**config.mk**
```make
export PLATFORM = sky130hd
export DESIGN_NAME = utf8_to_cesu8_converter
export DESIGN_NICKNAME = d
export VERILOG_FILES = /design/src/rtl/u8c_pkg.sv /design/src/rtl/u8c_front.sv /design/src/rtl/u8c_queue.sv /design/src/rtl/u8c_back.sv /design/src/rtl/utf8_to_cesu8_converter.sv
export SDC_FILE = /design/constraint.sdc
export NUM_CORES = 1
export LEC_CHECK = 0
export CAP_MARGIN = 20
export CORE_MARGIN = 4
export CORE_UTILIZATION = 29
export CTS_CLUSTER_SIZE = 14
export DETAILED_ROUTE_END_ITERATION = 16
export DONT_BUFFER_PORTS = 1
export GPL_ROUTABILITY_DRIVEN = 0
export PLACE_DENSITY = 0.45
export SLEW_MARGIN = 30
export SYNTH_ARGS = -nofsm -noshare
export SYNTH_HDL_FRONTEND = slang
export SYNTH_SLANG_ARGS = --single-unit
```
**constraint.sdc**
```tcl
create_clock -name clk -period 6.25 [get_ports clk]
set_input_delay 1.25 -clock clk [delete_from_list [all_inputs] [get_ports clk]]
set_output_delay 1.25 -clock clk [all_outputs]
set_load 0.1 [all_outputs]
```
**src/rtl/u8c_pkg.sv**
```systemverilog
`timescale 1ns / 1ps

package u8c_pkg;

  // most result bytes one input byte can cause (a surrogate pair)
  localparam int MAX_RESULTS = 6;
  localparam int RES_CNT_W   = $clog2(MAX_RESULTS + 1);
  localparam int RES_IDX_W   = $clog2(MAX_RESULTS);

  // default depth of the job queue between front and back
  localparam int QUEUE_DEPTH = 2;

  // byte constants of the surrogate encoding
  localparam logic [7:0]  SURR_LEAD    = 8'hED;
  localparam logic [7:0]  SURR_HI_BASE = 8'hA0;
  localparam logic [7:0]  SURR_LO_BASE = 8'hB0;
  localparam logic [7:0]  CONT_BASE    = 8'h80;
  localparam logic [20:0] SUPP_BASE    = 21'h10000;

  // one job: the output bytes caused by one accepted input byte
  typedef struct packed {
    logic [RES_CNT_W-1:0]        count;
    logic [MAX_RESULTS-1:0][7:0] bytes;
    logic [MAX_RESULTS-1:0]      bad;
  } job_t;

endpackage

```
**src/rtl/u8c_front.sv**
```systemverilog
`timescale 1ns / 1ps

module u8c_front (
  input  logic              clk,
  input  logic              rst,
  input  logic              s_tvalid,
  output logic              s_tready,
  input  logic [7:0]        s_tdata,   // in_byte [7:0]
  output logic              job_valid,
  input  logic              job_ready,
  output u8c_pkg::job_t     job
);

  logic [1:0]  pending_count;
  logic [1:0]  pending_count_next;
  logic [23:0] collected_bytes;
  logic [23:0] collected_bytes_next;

  logic        accept;
  logic        is_cont;
  logic        is_lead4;
  logic        do_collect;
  logic        do_pair;
  logic [20:0] code_point;
  logic [20:0] offset;
  logic [9:0]  hi;
  logic [9:0]  lo;

  // classify the incoming byte
  assign is_cont    = (s_tdata[7:6] == 2'b10);
  assign is_lead4   = (s_tdata[7:3] == 5'b11110);
  assign do_collect = (pending_count != 2'd0) && (pending_count != 2'd3) && is_cont;
  assign do_pair    = (pending_count == 2'd3) && is_cont;

  // an input byte is taken only while the queue has room
  assign s_tready  = job_ready;
  assign accept    = s_tvalid && s_tready;
  assign job_valid = accept && (job.count != '0);

  // surrogate split of the collected four-byte sequence
  assign code_point = {collected_bytes[18:16], collected_bytes[13:8],
                       collected_bytes[5:0], s_tdata[5:0]};
  assign offset     = code_point - u8c_pkg::SUPP_BASE;
  assign hi         = offset[19:10];
  assign lo         = offset[9:0];

  // build the job for this byte
  always_comb begin
    job       = '0;
    if (do_collect) begin
      job.count = '0;
    end else if (do_pair) begin
      job.count    = u8c_pkg::RES_CNT_W'(u8c_pkg::MAX_RESULTS);
      job.bytes[0] = u8c_pkg::SURR_LEAD;
      job.bytes[1] = u8c_pkg::SURR_HI_BASE | {4'b0, hi[9:6]};
      job.bytes[2] = u8c_pkg::CONT_BASE | {2'b0, hi[5:0]};
      job.bytes[3] = u8c_pkg::SURR_LEAD;
      job.bytes[4] = u8c_pkg::SURR_LO_BASE | {4'b0, lo[9:6]};
      job.bytes[5] = u8c_pkg::CONT_BASE | {2'b0, lo[5:0]};
    end else begin
      // flush an interrupted sequence, oldest byte first
      unique case (pending_count)
        2'd1: begin
          job.bytes[0] = collected_bytes[7:0];
          job.bad[0]   = 1'b1;
        end
        2'd2: begin
          job.bytes[0] = collected_bytes[15:8];
          job.bytes[1] = collected_bytes[7:0];
          job.bad[1:0] = 2'b11;
        end
        2'd3: begin
          job.bytes[0] = collected_bytes[23:16];
          job.bytes[1] = collected_bytes[15:8];
          job.bytes[2] = collected_bytes[7:0];
          job.bad[2:0] = 3'b111;
        end
        default: begin
        end
      endcase
      // a lead byte starts a new collection and gives nothing of its own
      job.bytes[{1'b0, pending_count}] = is_lead4 ? 8'h00 : s_tdata;
      job.count = u8c_pkg::RES_CNT_W'(pending_count) + u8c_pkg::RES_CNT_W'(!is_lead4);
    end
  end

  // collection state update
  always_comb begin
    pending_count_next   = pending_count;
    collected_bytes_next = collected_bytes;
    if (accept) begin
      if (do_collect) begin
        pending_count_next   = pending_count + 2'd1;
        collected_bytes_next = {collected_bytes[15:0], s_tdata};
      end else if (!do_pair && is_lead4) begin
        pending_count_next   = 2'd1;
        collected_bytes_next = {16'h0, s_tdata};
      end else begin
        pending_count_next   = 2'd0;
        collected_bytes_next = '0;
      end
    end
  end

  always_ff @(posedge clk) begin
    if (rst) begin
      pending_count   <= 2'd0;
      collected_bytes <= '0;
    end else begin
      pending_count   <= pending_count_next;
      collected_bytes <= collected_bytes_next;
    end
  end

endmodule

```
**src/rtl/u8c_queue.sv**
```systemverilog
`timescale 1ns / 1ps

module u8c_queue #(
  parameter int Depth = u8c_pkg::QUEUE_DEPTH
) (
  input  logic          clk,
  input  logic          rst,
  input  logic          in_valid,
  output logic          in_ready,
  input  u8c_pkg::job_t in_job,
  output logic          out_valid,
  input  logic          out_ready,
  output u8c_pkg::job_t out_job
);

  localparam int PtrW = (Depth > 1) ? $clog2(Depth) : 1;
  localparam int CntW = $clog2(Depth + 1);

  u8c_pkg::job_t       entries [Depth];
  logic [PtrW-1:0]     wr_ptr;
  logic [PtrW-1:0]     rd_ptr;
  logic [CntW-1:0]     fill;
  logic                push;
  logic                pop;

  assign in_ready  = (fill != CntW'(Depth));
  assign out_valid = (fill != '0);
  assign out_job   = entries[rd_ptr];
  assign push      = in_valid && in_ready;
  assign pop       = out_valid && out_ready;

  // job storage
  always_ff @(posedge clk) begin
    if (push) begin
      entries[wr_ptr] <= in_job;
    end
  end

  // pointers and fill level
  always_ff @(posedge clk) begin
    if (rst) begin
      wr_ptr <= '0;
      rd_ptr <= '0;
      fill   <= '0;
    end else begin
      if (push) begin
        wr_ptr <= (wr_ptr == PtrW'(Depth - 1)) ? '0 : wr_ptr + PtrW'(1);
      end
      if (pop) begin
        rd_ptr <= (rd_ptr == PtrW'(Depth - 1)) ? '0 : rd_ptr + PtrW'(1);
      end
      if (push && !pop) begin
        fill <= fill + CntW'(1);
      end else if (pop && !push) begin
        fill <= fill - CntW'(1);
      end
    end
  end

endmodule

```
**src/rtl/u8c_back.sv**
```systemverilog
`timescale 1ns / 1ps

module u8c_back (
  input  logic          clk,
  input  logic          rst,
  input  logic          job_valid,
  output logic          job_ready,
  input  u8c_pkg::job_t job,
  output logic          m_tvalid,
  input  logic          m_tready,
  output logic [7:0]    m_tdata,   // out_byte [7:0]
  output logic          m_tlast,   // last_of_run
  output logic [0:0]    m_tuser    // bad_sequence [0]
);

  u8c_pkg::job_t                  cur;
  logic                           busy;
  logic [u8c_pkg::RES_IDX_W-1:0]  idx;
  logic [u8c_pkg::RES_IDX_W-1:0]  idx_next;
  logic                           busy_next;
  logic                           xfer;
  logic                           done;
  logic                           load;

  // present the current byte of the held job
  assign m_tvalid = busy;
  assign m_tdata  = cur.bytes[idx];
  assign m_tuser  = cur.bad[idx];
  assign m_tlast  = (u8c_pkg::RES_CNT_W'(idx) == cur.count - u8c_pkg::RES_CNT_W'(1));

  assign xfer      = m_tvalid && m_tready;
  assign done      = xfer && m_tlast;
  assign load      = (!busy || done) && job_valid;
  assign job_ready = !busy || done;

  // step through the job one byte per transfer
  always_comb begin
    busy_next = busy;
    idx_next  = idx;
    if (load) begin
      busy_next = 1'b1;
      idx_next  = '0;
    end else if (done) begin
      busy_next = 1'b0;
      idx_next  = '0;
    end else if (xfer) begin
      idx_next  = idx + u8c_pkg::RES_IDX_W'(1);
    end
  end

  always_ff @(posedge clk) begin
    if (rst) begin
      busy <= 1'b0;
      idx  <= '0;
    end else begin
      busy <= busy_next;
      idx  <= idx_next;
    end
  end

  // job holding register
  always_ff @(posedge clk) begin
    if (load) begin
      cur <= job;
    end
  end

endmodule

```
**src/rtl/utf8_to_cesu8_converter.sv**
```systemverilog
`timescale 1ns / 1ps

// UTF-8 to CESU-8 converter. Takes one UTF-8 byte per transfer on the s_ side and
// gives CESU-8 bytes on the m_ side, one byte per transfer; m_tlast marks the last
// output byte caused by an input byte and m_tuser flags bytes flushed from an
// interrupted four-byte sequence. An input byte is taken in any cycle in which the
// job queue has room, so the input runs at one byte per cycle until the output side
// falls behind. The output side emits one byte per cycle while m_tready is high:
// most input bytes give one output byte, a completed four-byte character gives six
// (a surrogate pair) and the first three bytes of it give none, so for a stream of
// such characters the back end's single output byte per cycle limits the input
// rate. Each job is held in a queue entry, then in the back end's job register.
module utf8_to_cesu8_converter #(
  parameter int QueueDepth = u8c_pkg::QUEUE_DEPTH
) (
  input  logic       clk,
  input  logic       rst,
  input  logic       s_tvalid,
  output logic       s_tready,
  input  logic [7:0] s_tdata,   // in_byte [7:0]
  output logic       m_tvalid,
  input  logic       m_tready,
  output logic [7:0] m_tdata,   // out_byte [7:0]
  output logic       m_tlast,   // last_of_run
  output logic [0:0] m_tuser    // bad_sequence [0]
);

  u8c_pkg::job_t front_job;
  logic          front_valid;
  logic          front_ready;
  u8c_pkg::job_t back_job;
  logic          back_valid;
  logic          back_ready;

  // classify and collect
  u8c_front u_front (
    .clk       (clk),
    .rst       (rst),
    .s_tvalid  (s_tvalid),
    .s_tready  (s_tready),
    .s_tdata   (s_tdata),
    .job_valid (front_valid),
    .job_ready (front_ready),
    .job       (front_job)
  );

  // decoupling queue
  u8c_queue #(
    .Depth (QueueDepth)
  ) u_queue (
    .clk       (clk),
    .rst       (rst),
    .in_valid  (front_valid),
    .in_ready  (front_ready),
    .in_job    (front_job),
    .out_valid (back_valid),
    .out_ready (back_ready),
    .out_job   (back_job)
  );

  // serialize jobs into output bytes
  u8c_back u_back (
    .clk       (clk),
    .rst       (rst),
    .job_valid (back_valid),
    .job_ready (back_ready),
    .job       (back_job),
    .m_tvalid  (m_tvalid),
    .m_tready  (m_tready),
    .m_tdata   (m_tdata),
    .m_tlast   (m_tlast),
    .m_tuser   (m_tuser)
  );

endmodule

```
==> qor.yml <==
slew_headroom: 0.416
clock_latency_ps: 420
io_buffers: 0
avgSynthCellArea_um2: 13.7
grt-ovfl-total: 0
grt_max_degree: 51
num_antenna_cells: 0
cp_max_fo: 32
core_um2: 26200
grt_pass1_wl_um: 27800
leakagePower_nw: 2.98
synth-seq-cells: 181
power_density_nw_per_um2: 442
yosys_warnings: 0
mappedNetlistNets: 592
async_reset_ff_frac: 0
rows: 59
ys_types: 53
finalHoldViolCount: 0
ant_nets: 0
yosysMostFrequentCell: "edfxtp_1"
cts_tree: "built"
drc: 0
htreeDepth: 4
start_util: 0.297
wirelength_um: 17900
synth_area_um2: 7770
grt_pass1_vias: 4532
synthToLayoutAreaGrowth_pct: 14.1
post_cts_resized: 0
firstDrtPassIters: 5
nets: 589
synth_edf_count: 147
antenna_found_initial: 0
fin_worst_skew_ps: 13.5
critical_path_class: "primary input to flip-flop"
synth_compound_area_frac: 0.100
hpwl_um: 12400
root_buffer: "clkbuf_16"
post-route-period-util: 0.616
synth_top_area_share: 0.568
synth_common_cells: "147 x edfxtp_1, 58 x nor2_1, 50 x mux2_1"
synthXorXnorAreaFrac: 0.0132
yosysTopAreaCell: "edfxtp_1"
cts_setup_buffers: 0
synth.area.mux_share: 0.105
synth-main-ff-cell: "edfxtp_1"
fmax_mhz: 260
synth_cells: 569
vias: 4489
drt_iter0_markers: 246
cts_buffer_depth: 2
holdPathStages: 2
synth_top_family_by_area: "multiplexers"
synthAdderAreaFrac: 0.0177
status: "complete, no violations"
period_minus_slack_ps: 3850
avgRoutedWirePerCell_um: 19.6
die_area_um2: 29500
critPathLaunchType: "primary input"
finalHoldWorstSlack_ps: 505
tightest_slew_ps: 875
die_width_um: 172
rsz0062_at_grt: "no"
cts_buffers: 17
grtUsageTotal: 0.127
clock_sinks: 181
crit_arrival_ps: 3950
endpoint_kind: "flip-flop"
final_layout_size_suffix_gt1_frac: 0.118
hold_buffers: 0
vias_per_cell: 4.92
setup_tns_ps: 0
required_ps: 6350
cap_violations: 0
die_y_um: 172
ir_drop_mv: 0.209
io_pins: 24
path_clk_slew_ps: 60
maxSlewViolCount: 0
ys_seq_area_frac: 0.655
setup_violations: 0
yosys.area_share.simple: 0.0795
rr_worst_depth: 9
hold_path.class: "flip-flop to flip-flop"
synth.area.top_cells: "edfxtp_1 57%, dfxtp_1 8.8%, mux2_1 7.2%"
## final timing paths
check	start	to	slack, ps
setup / recovery	s_tdata[3]	u_queue.entries[1][24]$_DFFE_PP_	2400
hold reg to reg	u_front.collected_bytes[6]$_SDFFE_PP0P_	u_front.collected_bytes[6]$_SDFFE_PP0P_	510
setup reg to reg	u_front.pending_count[1]$_SDFFE_PP0P_	u_queue.entries[1][24]$_DFFE_PP_	2970
hold / removal	u_front.collected_bytes[6]$_SDFFE_PP0P_	u_front.collected_bytes[6]$_SDFFE_PP0P_	510
## worst max-delay path, cell delays in order
cell	delay [ps]
nand4b_1	300
or2_1	410
ha_1	240
ha_1	310
nor4_2	80
nor3_1	220
and2_2	730
buf_4	400
## layer usage
layer,global-route usage,part of all wire,up-vias
met5,0,0,-
met3,0.0276,0.036,32
met2,0.189,0.45,102
met1,0.179,0.49,2221
li1,-,-,2134
met4,0.0530,0.023,0
## logic make-up after synthesis
logic type | after synthesis
AOI/OAI and AO/OA | 116
xor gates and xnor gates | 10
adders and majority gates | 11
buffers and inverters | 55
DFF | 181
muxes | 65
and+or+nand+nor | 131
## state kept, by name, indices dropped and copies added, names as in the netlist
| name | cells |
|---|---|
| u_queue.rd_ptr | 1 |
| u_queue.entries | 98 |
| u_queue.fill | 2 |
| u_back.cur | 49 |
| u_back.idx | 3 |
| u_queue.wr_ptr | 1 |
| u_back.m_tvalid | 1 |
| u_front.pending_count | 2 |
| u_front.collected_bytes | 24 |
## metrics by stage
step,power [mW],instances,utilization,setup slack [ps],instance area (µm²)
detailed placement,2.91,882,0.316,1900,8280
CTS,3.98,913,0.338,2080,8860
floorplan,2.57,569,-,517,7770
finish,3.92,913,0.338,2400,8870
global placement,2.83,880,0.312,1990,8190
global route,4.11,913,0.338,2210,8870
## layout by cell type, fill, tap and decap left out, drive strengths merged, types with 3 or more instances in the layout
master,synthesis,routed
edfxtp,147,147
nor2,58,58
mux2,52,52
dfxtp,34,34
nand2,28,28
a21oi,27,27
inv,20,22
o21ai,22,22
a22oi,19,19
clkbuf,17,19
and2,15,15
buf,18,13
ha,11,11
mux4,8,8
nand3,8,8
a222oi,8,8
o22ai,7,7
a211oi,6,6
a221oi,6,6
xor2,6,6
o21a,5,5
a31oi,5,5
mux2i,5,5
nor3,5,5
clkinv,0,5
xnor2,3,3
a21o,3,3
bufinv,0,3
## where the power goes
group	leakage, nW	total (mW)	internal [mW]	switching, mW
combinational	1.02	1.09	0.321	0.770
sequential	1.67	1.77	1.67	0.0956
clock	0.281	1.06	0.628	0.435
## cell type report
cell class / instances / area, µm²
Clock inverter: 12 / 154
Fill cell: 2505 / 17300
Inverter: 20 / 77.6
Tap cell: 335 / 419
Timing Repair Buffer: 13 / 114
Multi-Input combinational cell: 333 / 2570
Sequential cell: 181 / 5100
Clock buffer: 19 / 433
Power figures use the tool's default switching activity.
